`config.mk`:
```
export PLATFORM = sky130hd
export DESIGN_NAME = tilt_to_led_dot_display_core
export DESIGN_NICKNAME = d
export VERILOG_FILES = /design/src/rtl/tdd_pkg.sv /design/src/rtl/tilt_to_led_dot_display_core.sv /design/src/rtl/tdd_map.sv /design/src/rtl/tdd_track.sv /design/src/rtl/tdd_scan.sv
export SDC_FILE = /design/constraint.sdc
export NUM_CORES = 1
export LEC_CHECK = 0
export BUFFER_PORTS_ARGS = -buffer_cell sky130_fd_sc_hd__buf_2
export CELL_PAD_IN_SITES_DETAIL_PLACEMENT = 2
export CELL_PAD_IN_SITES_GLOBAL_PLACEMENT = 2
export CORE_MARGIN = 2
export CORE_UTILIZATION = 43
export CTS_CLUSTER_SIZE = 12
export DETAILED_ROUTE_END_ITERATION = 16
export PLACE_DENSITY = 0.88
export RECOVER_POWER = 25
export REMOVE_ABC_BUFFERS = 1
export SETUP_SLACK_MARGIN = 0.4
export SYNTH_ARGS = -nofsm -noshare
export SYNTH_HDL_FRONTEND = slang
export SYNTH_HIERARCHICAL = 1
export SYNTH_SLANG_ARGS = --single-unit
```
`constraint.sdc`:
```
create_clock -name clock -period 9 [get_ports clock]
set_input_delay 1.8 -clock clock [delete_from_list [all_inputs] [get_ports clock]]
set_output_delay 1.8 -clock clock [all_outputs]
set_load 0.02 [all_outputs]
```
`src/rtl/tdd_pkg.sv`:
```
// Shared types, codes and constant helpers for the tilt dot display core.
// Depends on nothing; used by every module of the block.
package tdd_pkg;

   localparam logic REQ_RENDER = 1'b0;
   localparam logic REQ_BUTTON = 1'b1;

   localparam logic MAP_LINEAR = 1'b0;
   localparam logic MAP_TANH   = 1'b1;

   // Positions are carried at the width of the largest supported matrix.
   localparam int POS_MAX_W = 4;
   // Width of a clamped acceleration and of a mapping threshold.
   localparam int THR_W = 17;

   typedef struct packed {
      logic               req_type;
      logic signed [15:0] accel_x;
      logic signed [15:0] accel_y;
   } req_beat_type;

   typedef struct packed {
      logic [2:0] column;
      logic [7:0] column_bits;
      logic       last;
      logic       compare_flag;
   } rsp_beat_type;

   typedef struct packed {
      logic [POS_MAX_W-1:0] bub_row;
      logic [POS_MAX_W-1:0] bub_col;
      logic [POS_MAX_W-1:0] sav_row;
      logic [POS_MAX_W-1:0] sav_col;
      logic                 cmp;
   } job_type;

   // Natural logarithm of 1..15 in units of 1e-12, used for the tanh thresholds.
   function automatic longint ln_e12(input int idx);
      longint res;
      case (idx)
         2:       res = 64'sd693147180560;
         3:       res = 64'sd1098612288668;
         4:       res = 64'sd1386294361120;
         5:       res = 64'sd1609437912434;
         6:       res = 64'sd1791759469228;
         7:       res = 64'sd1945910149055;
         8:       res = 64'sd2079441541680;
         9:       res = 64'sd2197224577336;
         10:      res = 64'sd2302585092994;
         11:      res = 64'sd2397895272798;
         12:      res = 64'sd2484906649788;
         13:      res = 64'sd2564949357462;
         14:      res = 64'sd2639057329615;
         15:      res = 64'sd2708050201102;
         default: res = 64'sd0;
      endcase
      return res;
   endfunction

endpackage

```
`src/rtl/tilt_to_led_dot_display_core.sv`:
```
// Top level of the tilt dot display core.
// Depends on tdd_pkg, tdd_map, tdd_track and tdd_scan.
//
// The req channel takes one beat per item: a render sample with X and Y
// acceleration, or a button press that toggles compare mode and saves or
// drops the stored dot. A render sample yields MATRIX_SIZE beats on the rsp
// channel, one per LED column, with last set on the final column. A button
// press yields no beat. The csr port writes the mapping mode (reset: tanh).
// A render sample passes the input register, the frame holder and the scanner
// before the output register. The scanner emits one beat per cycle while rsp
// is not stalled; button beats pass at one per cycle. One frame waits in a
// holding register while the scanner drains the previous one. A stall on rsp
// holds the output register and scanner; req_stall rises when the input
// register holds a render sample and the frame holder is full and not taken.
// Reset is synchronous and empties all stages, clears compare mode, places
// the live dot at row 0, column 0 and sets the tanh mapping.
module tilt_to_led_dot_display_core #(
   parameter int MATRIX_SIZE = 8,
   parameter int ONE_G       = 16384
) (
   input  logic                  clock,
   input  logic                  reset,
   input  logic                  req_valid,
   output logic                  req_stall,
   input  tdd_pkg::req_beat_type req_data,
   output logic                  rsp_valid,
   input  logic                  rsp_stall,
   output tdd_pkg::rsp_beat_type rsp_data,
   input  logic                  csr_wr_en,
   input  logic                  csr_wr_data
);

   logic             job_vld;
   logic             job_take;
   tdd_pkg::job_type job;

   tdd_track #(.MATRIX_SIZE(MATRIX_SIZE), .ONE_G(ONE_G)) u_track (
      .clock       (clock),
      .reset       (reset),
      .req_valid   (req_valid),
      .req_stall   (req_stall),
      .req_data    (req_data),
      .csr_wr_en   (csr_wr_en),
      .csr_wr_data (csr_wr_data),
      .job_vld     (job_vld),
      .job         (job),
      .job_take    (job_take)
   );

   tdd_scan #(.MATRIX_SIZE(MATRIX_SIZE)) u_scan (
      .clock     (clock),
      .reset     (reset),
      .job_vld   (job_vld),
      .job       (job),
      .job_take  (job_take),
      .rsp_valid (rsp_valid),
      .rsp_stall (rsp_stall),
      .rsp_data  (rsp_data)
   );

endmodule

```
`src/rtl/tdd_map.sv`:
```
// Maps one acceleration to a dot position by counting thresholds at or below it.
// Depends on tdd_pkg; instantiated once per axis by tdd_track.
module tdd_map #(
   parameter int MATRIX_SIZE = 8,
   parameter int ONE_G       = 16384
) (
   input  logic                           map_mode,
   input  logic signed [15:0]             accel,
   output logic [$clog2(MATRIX_SIZE)-1:0] pos
);

   localparam int POS_W = $clog2(MATRIX_SIZE);
   localparam int NTHR  = MATRIX_SIZE - 1;
   localparam logic signed [tdd_pkg::THR_W-1:0] G_POS = tdd_pkg::THR_W'(ONE_G);
   localparam logic signed [tdd_pkg::THR_W-1:0] G_NEG = tdd_pkg::THR_W'(-ONE_G);

   logic signed [tdd_pkg::THR_W-1:0] v_ext;
   logic signed [tdd_pkg::THR_W-1:0] v_clamp;
   logic [NTHR-1:0]                  hit;

   assign v_ext = {accel[15], accel};

   always_comb begin
      if (v_ext > G_POS) begin
         v_clamp = G_POS;
      end else if (v_ext < G_NEG) begin
         v_clamp = G_NEG;
      end else begin
         v_clamp = v_ext;
      end
   end

   for (genvar k = 1; k < MATRIX_SIZE; k++) begin : g_thr
      localparam longint LIN_T =
         (longint'(2) * ONE_G * k + MATRIX_SIZE - 2) / (MATRIX_SIZE - 1) - ONE_G;
      localparam longint LN_D   = tdd_pkg::ln_e12(k) - tdd_pkg::ln_e12(MATRIX_SIZE - k);
      localparam longint LN_MAG = (LN_D < 0) ? -LN_D : LN_D;
      localparam longint TANH_M =
         (LN_MAG * ONE_G + 64'sd2000000000000) / 64'sd4000000000000;
      localparam longint TANH_T = (LN_D < 0) ? -TANH_M : TANH_M;
      localparam logic signed [tdd_pkg::THR_W-1:0] LIN_V  = tdd_pkg::THR_W'(LIN_T);
      localparam logic signed [tdd_pkg::THR_W-1:0] TANH_V = tdd_pkg::THR_W'(TANH_T);

      assign hit[k-1] = (map_mode == tdd_pkg::MAP_TANH) ? (v_clamp >= TANH_V)
                                                         : (v_clamp >= LIN_V);
   end

   always_comb begin
      pos = '0;
      for (int i = 0; i < NTHR; i++) begin
         pos = pos + POS_W'(hit[i]);
      end
   end

endmodule

```
`src/rtl/tdd_track.sv`:
```
// Input register, mode register and dot state; hands finished frames to the scanner.
// Depends on tdd_pkg and tdd_map.
module tdd_track #(
   parameter int MATRIX_SIZE = 8,
   parameter int ONE_G       = 16384
) (
   input  logic                  clock,
   input  logic                  reset,
   input  logic                  req_valid,
   output logic                  req_stall,
   input  tdd_pkg::req_beat_type req_data,
   input  logic                  csr_wr_en,
   input  logic                  csr_wr_data,
   output logic                  job_vld,
   output tdd_pkg::job_type      job,
   input  logic                  job_take
);

   localparam int POS_W = $clog2(MATRIX_SIZE);

   logic                  in_vld_ff, in_vld_in;
   tdd_pkg::req_beat_type in_data_ff;
   logic                  map_mode_ff, map_mode_in;
   logic [POS_W-1:0]      bub_row_ff, bub_row_in;
   logic [POS_W-1:0]      bub_col_ff, bub_col_in;
   logic [POS_W-1:0]      sav_row_ff, sav_row_in;
   logic [POS_W-1:0]      sav_col_ff, sav_col_in;
   logic                  cmp_ff, cmp_in;
   logic                  job_vld_ff, job_vld_in;
   tdd_pkg::job_type      job_ff, job_in;
   logic [POS_W-1:0]      row_map;
   logic [POS_W-1:0]      col_map;
   logic                  is_button;
   logic                  a_go;
   logic                  req_accept;

   tdd_map #(.MATRIX_SIZE(MATRIX_SIZE), .ONE_G(ONE_G)) u_map_row (
      .map_mode (map_mode_ff),
      .accel    (in_data_ff.accel_x),
      .pos      (row_map)
   );

   tdd_map #(.MATRIX_SIZE(MATRIX_SIZE), .ONE_G(ONE_G)) u_map_col (
      .map_mode (map_mode_ff),
      .accel    (in_data_ff.accel_y),
      .pos      (col_map)
   );

   always_comb begin
      is_button  = in_data_ff.req_type == tdd_pkg::REQ_BUTTON;
      a_go       = in_vld_ff && (is_button || !job_vld_ff || job_take);
      req_stall  = in_vld_ff && !a_go;
      req_accept = req_valid && !req_stall;
      in_vld_in  = req_accept || (in_vld_ff && !a_go);

      map_mode_in = csr_wr_en ? csr_wr_data : map_mode_ff;

      bub_row_in = bub_row_ff;
      bub_col_in = bub_col_ff;
      sav_row_in = sav_row_ff;
      sav_col_in = sav_col_ff;
      cmp_in     = cmp_ff;
      job_in     = job_ff;
      job_vld_in = job_vld_ff && !job_take;

      if (a_go && is_button) begin
         if (cmp_ff) begin
            cmp_in = 1'b0;
         end else begin
            cmp_in     = 1'b1;
            sav_row_in = bub_row_ff;
            sav_col_in = bub_col_ff;
         end
      end else if (a_go) begin
         bub_row_in     = row_map;
         bub_col_in     = col_map;
         job_vld_in     = 1'b1;
         job_in.bub_row = tdd_pkg::POS_MAX_W'(row_map);
         job_in.bub_col = tdd_pkg::POS_MAX_W'(col_map);
         job_in.sav_row = tdd_pkg::POS_MAX_W'(sav_row_ff);
         job_in.sav_col = tdd_pkg::POS_MAX_W'(sav_col_ff);
         job_in.cmp     = cmp_ff;
      end
   end

   always_ff @(posedge clock) begin
      if (reset) begin
         in_vld_ff   <= 1'b0;
         map_mode_ff <= tdd_pkg::MAP_TANH;
         bub_row_ff  <= '0;
         bub_col_ff  <= '0;
         cmp_ff      <= 1'b0;
         job_vld_ff  <= 1'b0;
      end else begin
         in_vld_ff   <= in_vld_in;
         map_mode_ff <= map_mode_in;
         bub_row_ff  <= bub_row_in;
         bub_col_ff  <= bub_col_in;
         cmp_ff      <= cmp_in;
         job_vld_ff  <= job_vld_in;
      end
   end

   always_ff @(posedge clock) begin
      if (req_accept) begin
         in_data_ff <= req_data;
      end
      sav_row_ff <= sav_row_in;
      sav_col_ff <= sav_col_in;
      job_ff     <= job_in;
   end

   assign job_vld = job_vld_ff;
   assign job     = job_ff;

endmodule

```
`src/rtl/tdd_scan.sv`:
```
// Column scanner: turns one frame into a run of column beats behind an output register.
// Depends on tdd_pkg.
module tdd_scan #(
   parameter int MATRIX_SIZE = 8
) (
   input  logic                  clock,
   input  logic                  reset,
   input  logic                  job_vld,
   input  tdd_pkg::job_type      job,
   output logic                  job_take,
   output logic                  rsp_valid,
   input  logic                  rsp_stall,
   output tdd_pkg::rsp_beat_type rsp_data
);

   localparam int POS_W = $clog2(MATRIX_SIZE);
   localparam logic [POS_W-1:0] LAST_COL = POS_W'(MATRIX_SIZE - 1);

   logic                  busy_ff, busy_in;
   logic [POS_W-1:0]      col_ff, col_in;
   tdd_pkg::job_type      cur_ff, cur_in;
   logic                  rsp_vld_ff, rsp_vld_in;
   tdd_pkg::rsp_beat_type rsp_data_ff, rsp_data_in;
   logic                  out_free;
   logic                  at_end;
   logic                  emit;
   logic                  bub_hit;
   logic                  sav_hit;
   logic [7:0]            lit;

   always_comb begin
      out_free = !rsp_vld_ff || !rsp_stall;
      at_end   = col_ff == LAST_COL;
      emit     = busy_ff && out_free;
      job_take = job_vld && (!busy_ff || (out_free && at_end));

      bub_hit = tdd_pkg::POS_MAX_W'(col_ff) == cur_ff.bub_col;
      sav_hit = cur_ff.cmp && (tdd_pkg::POS_MAX_W'(col_ff) == cur_ff.sav_col);
      for (int r = 0; r < 8; r++) begin
         lit[r] = (bub_hit && (32'(cur_ff.bub_row) == r))
               || (sav_hit && (32'(cur_ff.sav_row) == r));
      end

      busy_in = busy_ff;
      col_in  = col_ff;
      cur_in  = cur_ff;
      if (job_take) begin
         busy_in = 1'b1;
         col_in  = '0;
         cur_in  = job;
      end else if (emit) begin
         busy_in = !at_end;
         col_in  = col_ff + POS_W'(1);
      end

      rsp_vld_in  = emit ? 1'b1 : (out_free ? 1'b0 : rsp_vld_ff);
      rsp_data_in = rsp_data_ff;
      if (emit) begin
         rsp_data_in.column       = 3'(col_ff);
         rsp_data_in.column_bits  = lit;
         rsp_data_in.last         = at_end;
         rsp_data_in.compare_flag = cur_ff.cmp;
      end
   end

   always_ff @(posedge clock) begin
      if (reset) begin
         busy_ff    <= 1'b0;
         col_ff     <= '0;
         rsp_vld_ff <= 1'b0;
      end else begin
         busy_ff    <= busy_in;
         col_ff     <= col_in;
         rsp_vld_ff <= rsp_vld_in;
      end
   end

   always_ff @(posedge clock) begin
      cur_ff      <= cur_in;
      rsp_data_ff <= rsp_data_in;
   end

   assign rsp_valid = rsp_vld_ff;
   assign rsp_data  = rsp_data_ff;

endmodule

```
## Word level (Yosys, flattened, before mapping)

Cells that the tools add are included.

- Register bits: 93
- Bits in latches: 0
- Memory bits (writable): 0
- ROM bits: 0
- Bits of input ports: 39
- Output and inout port bits: 15
- Word-level logic and storage cells: 170
- Memories kept: 0

- Add/sub/neg operators: 13
- Multiply operators: 0
- Div/mod/pow operators: 0
- $lt $le $gt $ge: 32
- Equality and inequality tests: 17
- Shift operators: 0
- Muxes and demuxes: 25
- Bitwise logic cells: 2
- Reduce and logical (&&, ||, !) cells: 53

Operators by type and width:

| kind | number |
|---|---|
| greater-or-equal comparator 17 x 14 -> 1 bit (second input constant) | 12 |
| greater-or-equal comparator 17 x 13 -> 1 bit (second input constant) | 8 |
| greater-or-equal comparator 17 x 15 -> 1 bit (second input constant) | 4 |
| two-way mux 17 bit | 4 |
| greater-or-equal comparator 17 x 1 -> 1 bit (second input constant) | 2 |
| greater-or-equal comparator 17 x 16 -> 1 bit (second input constant) | 2 |
| greater-than comparator 16 bit (second input constant) | 2 |
| < comparator 16 x 15 -> 1 bit (second input constant) | 2 |
| equality test 3 bit (second input constant) | 9 |
| logical AND 1 bit | 25 |
| adder 3 x 1 -> 3 bit | 8 |
| two-way mux 1 bit | 21 |
| logical OR 1 bit | 13 |
| equality test 3 x 2 -> 1 bit (second input constant) | 4 |
| zero test 1 bit | 8 |
| zero test 4 bit | 2 |
| adder 2 x 1 -> 3 bit | 2 |
| equality test 3 x 1 -> 1 bit (second input constant) | 2 |
| equality test 3 bit | 2 |
| adder 1 x 1 -> 2 bit | 2 |
| AND reduction 2 bit | 2 |
| nonzero test 2 bit | 2 |
| adder 3 x 1 -> 3 bit (second input constant) | 1 |
| inverter 1 bit | 2 |
| OR reduction 2 bit | 1 |

## Longest topological paths before layout

- Depth in word-level cells: 12
- Gate-level depth with buffers: 13

## Cells and area by module

The synthesis kept the hierarchy.

By module, submodules not included:

| module | times used | cells each | area an instance (um^2) |
|---|---|---|---|
| tdd_track | 1 | 101 | 2053.2 |
| tdd_map | 2 | 109 | 703.2 |
| tdd_scan | 1 | 80 | 1340.0 |

## Worst setup path before layout

No wires, ideal clock.

- Path kind: in2reg
- Start: in rsp_stall
- End: reg u_track/in_data_ff[0] in the netlist's numbering, enable pin
- Library setup time: 0.427 ns
- Data arrival time: 4.526 ns
- Data required time: 8.573 ns
- Slack: 4.048 ns
- Stages: 4
- Path buffers: 0
- Cells stage by stage: a21bo_1 > a21boi_2 > and4bb_2 > nor2b_1

- Longest elaborated chain between the ends: 11

Ends and longest elaborated chain:

| element | line | RTL |
|---|---|---|
| start, declared | tilt_to_led_dot_display_core.sv:27 | `input logic rsp_stall,` |
| zero test 1 bit | tdd_scan.sv:32 | `out_free = !rsp_vld_ff \|\| !rsp_stall;` |
| logical OR 1 bit | tdd_scan.sv:32 |  |
| logical AND 1 bit | tdd_scan.sv:35 | `job_take = job_vld && (!busy_ff \|\| (out_free && at_end));` |
| logical OR 1 bit | tdd_scan.sv:35 |  |
| logical AND 1 bit | tdd_scan.sv:35 |  |
| named net job_take | tilt_to_led_dot_display_core.sv:34 | `logic job_take;` |
| logical OR 1 bit | tdd_track.sv:51 | `a_go = in_vld_ff && (is_button \|\| !job_vld_ff \|\| job_take);` |
| logical AND 1 bit | tdd_track.sv:51 |  |
| zero test 1 bit | tdd_track.sv:52 | `req_stall = in_vld_ff && !a_go;` |
| logical AND 1 bit | tdd_track.sv:52 |  |
| named net req_stall | tilt_to_led_dot_display_core.sv:24 | `output logic req_stall,` |
| zero test 1 bit | tdd_track.sv:53 | `req_accept = req_valid && !req_stall;` |
| logical AND 1 bit | tdd_track.sv:53 |  |
| named net u_track.req_accept | tdd_track.sv:35 | `logic req_accept;` |
| end signal, assigned | tdd_track.sv:106 | `in_data_ff <= req_data;` |
| end, declared | tdd_track.sv:22 | `tdd_pkg::req_beat_type in_data_ff;` |

The timed path passes the listed nets, and every way through them passes these cells.
A chain may end at the register's enable or synchronous reset.

## Worst setup path in the final report

- Start: in rsp_stall
- End: out req_stall

- Longest elaborated chain between the ends: 9

Ends and longest elaborated chain:

| element | line |
|---|---|
| zero test 1 bit | tdd_scan.sv:32 |
| logical OR 1 bit | tdd_scan.sv:32 |
| logical AND 1 bit | tdd_scan.sv:35 |
| logical OR 1 bit | tdd_scan.sv:35 |
| logical AND 1 bit | tdd_scan.sv:35 |
| named net job_take | tilt_to_led_dot_display_core.sv:34 |
| logical OR 1 bit | tdd_track.sv:51 |
| logical AND 1 bit | tdd_track.sv:51 |
| zero test 1 bit | tdd_track.sv:52 |
| logical AND 1 bit | tdd_track.sv:52 |
| end, declared | tilt_to_led_dot_display_core.sv:24 |

The timed path passes the listed nets, and every way through them passes these cells.

==> impl_metrics.toml <==
[outcome]
status = "finished clean"

[die]
io_pins = 54
coreArea_sq_um = 10890
die_y_microns = 109.7
fp.dieArea_sq_um = 12020
start_util_pct = 44.08
dieWidth_microns = 109.7
placementRows = 38

[yosys]
synth-seq-cells = 97
synth_compound_area_share_pct = 13.69
ys_async_sr_fraction_pct = 0
synthSimpleGateAreaFrac_pct = 15.80
synth.cell_area_sq_um = 4800
avgSynthCellArea_sq_um = 12.03
synth.most_common_cell = "edfxtp_1"
seq_area_frac_synth_pct = 57.56
synthFlopType = "edfxtp_1"
synthCells = 399
synth_area_leaders = "edfxtp_1 51%, dfxtp_1 6.3%, fa_1 3.3%, nand2b_1 2.9%, nor2_1 2.6%"
yosys_warnings = 6
synth-xor-area-share_pct = 1.460
yosys.area.top_type = "edfxtp_1"
synth_mux_area_share_pct = 1.668
synth_top_area_share_pct = 51.30
synthAdderAreaFrac_pct = 4.275
synth_top_family_by_area = "simple AND/OR/NAND/NOR gates"
ys_top_cells_by_count = "82 x edfxtp_1, 33 x nor2_1, 29 x nand2_1"
synth_edf_count = 82
synth_cell_types = 60

[sta]
finalCritPeriodShare_pct = 59.31
setup_viol = 0
fin_worst_skew_ns = 0.01266
max_slew_margin_pct = 21.34
final.min_clock_period_ns = 5.338
rsz0062_at_grt = "no"
post-route-worst-setup-slack_ns = 3.662
tns_ns = 0
maxSlewViolCount = 0
whs_ns = 0.4282
hold_viol = 0
tightest_slew_ns = 1.173
clock.fmax_ghz = 0.1873

[pwr]
cellPowerDensity_nw_per_um2 = 177.8
p_switching_mw = 0.2551
p_int_mw = 0.6748
power_frac_seq_pct = 59.0
irDropWorstVdd_uv = 89.80
leakagePower_nw = 1.834
power_frac_comb_pct = 11.0
clock_power_share_pct = 30.0
swShare_pct = 27.44

[clock_tree]
cts-root-buf = "clkbuf_8"
h-tree-depth = 3
post_cts_buffers = 0
cts_made_buffers = 9
cts_tree = "built"
clk_path_buf_depth = 2
path_clk_slew_ns = 0.10
clkLatencyLatePin_ns = 0.36
cts_hold_buf = 0
cts_num_sinks = 97
ctsResizeCount = 0

[layout]
final_cell_area_sq_um = 5230
final_util_pct = 48.03
diodes = 0
fin_nets = 482
drive_above_1_share_pct = 20.55
n_fill_cell = 1099
syn_to_final_growth_pct = 8.968

[global_routing]
globalRouteOverflowTotal = 0
grt_pass1_vias = 3576
antenna_found_initial = 0
grt_start_max_net_pins = 34
grt_first_pass_wirelength_mm = 18.46
groute.usage.overall_pct = 20.14

[min_path]
holdCritStartpoint = "u_track/sav_col_ff[1]$_DFFE_PP_"
hold_class = "flip-flop to flip-flop"

[route]
drc = 0
wl_per_cell_microns = 20.08
antenna_left = 0
routed_wirelength_mm = 11.61
viasPerCell = 5.907
firstDrtPassIters = 4
num_vias = 3414
drtIter0Drc = 125

[worst_setup_path]
r2r-start = "u_track/in_data_ff[15]$_DFFE_PP_"
critPathMaxFanout = 22
worstPathArrival_ns = 3.54
critical_path.startpoint_type = "input pin"
endpoint_kind = "output pin"
critPathLaunch = "rsp_stall"
required_ns = 7.20
critical_path_class = "input pin to output pin"

[place]
postPlaceCellArea_sq_um = 5036
place_congestion = 0.8928
dp_hpwl_mm = 8.258
numPortBuffers = 53
pre_cts_slack_ns = 3.588

[run]
cap_viol_max_count = 0
-- cells in the final DEF, fill, tap and decap left out, types with 6 or more instances in the layout --
cell,instances
a211oi_1,6
a21boi_0,6
a21oi_1,9
a31oi_1,8
buf_2,53
clkbuf_8,10
dfxtp_1,15
edfxtp_1,82
fa_1,8
inv_1,10
mux2i_1,8
nand2_1,29
nand2b_1,22
nand3_1,8
nand4_1,8
nor2_1,33
nor4_1,10
o2111ai_1,6
o21ai_0,12
o22ai_1,8
xnor2_1,7
-- power by group through the flow --
stage               clock network [mW]  registers (mW)  logic (mW)
finish                           0.279           0.549       0.103
global route                     0.307           0.553       0.117
CTS                              0.289           0.548       0.105
detailed placement                   0           0.559       0.104
global placement                     0           0.555      0.0956
floorplan                            0           0.550      0.0666
-- path summary, 6_finish.rpt --
check | to | slack [ns] | cells after the start
max | req_stall | 3.66 | 5
min | u_track/job[2]$_DFFE_PP_ | 0.43 | 0
max reg2reg | u_track/bub_col_ff[1]$_SDFFE_PP0P_ | 4.89 | 12
min reg2reg | u_track/job[2]$_DFFE_PP_ | 0.43 | 0
-- worst max-delay path, stage by stage --
cell and delay, ns:
buf_2 0.13, a21bo_1 0.22, a21boi_2 0.87, and4bb_2 0.34, buf_2 0.16
-- routing by layer --
layer  vias to the layer above  part of all wire [%]  track usage [%]
met5                         -                     0                0
met4                         0                   1.6            6.058
met3                        18                   3.8            2.549
met2                       100                    54            37.13
li1                       1557                     -                -
met1                      1739                    41            24.46
-- logic make-up (layout without fill, tap and decap cells) --
| logic type | after synthesis | in the layout |
|---|---|---|
| and+or+nand+nor | 140 | 140 |
| DFF | 97 | 97 |
| AOI/OAI and AO/OA | 89 | 89 |
| other | 1 | 4 |
| buffers and inverters | 44 | 80 |
| muxes | 8 | 8 |
| adders and majority gates | 12 | 12 |
| xor gates and xnor gates | 8 | 8 |
-- cell type report --
type	count	area, sq um	share of cell area (%)
multi-input combinational	261	1788	34.19
sequential	97	2763	52.82
timing repair buffer	54	272.8	5.215
clock buffer	10	137.6	2.632
clock inverter	6	56.30	1.077
inverter	10	37.54	0.7177
tap	140	175.2	3.349
-- per-stage QoR --
stage | total power, mW | instances
final | 0.9299 | 578
after global routing | 0.9767 | 578
after CTS | 0.9419 | 578
after detailed placement | 0.6624 | 562
after global placement | 0.6506 | 562
after floorplan | 0.6166 | 368
-- sequential cells by signal (all words and copies together) (netlist names), 3 cells and up --
register,cells
u_track/in_data_ff,32
u_track/bub_row_ff,3
u_track/bub_col_ff,3
u_scan/col_ff,3
u_scan/rsp_data,13
u_scan/cur_ff,17
u_track/sav_row_ff,3
u_track/sav_col_ff,3
u_track/job,13
Note: power is estimated with default switching activity, not from simulation.
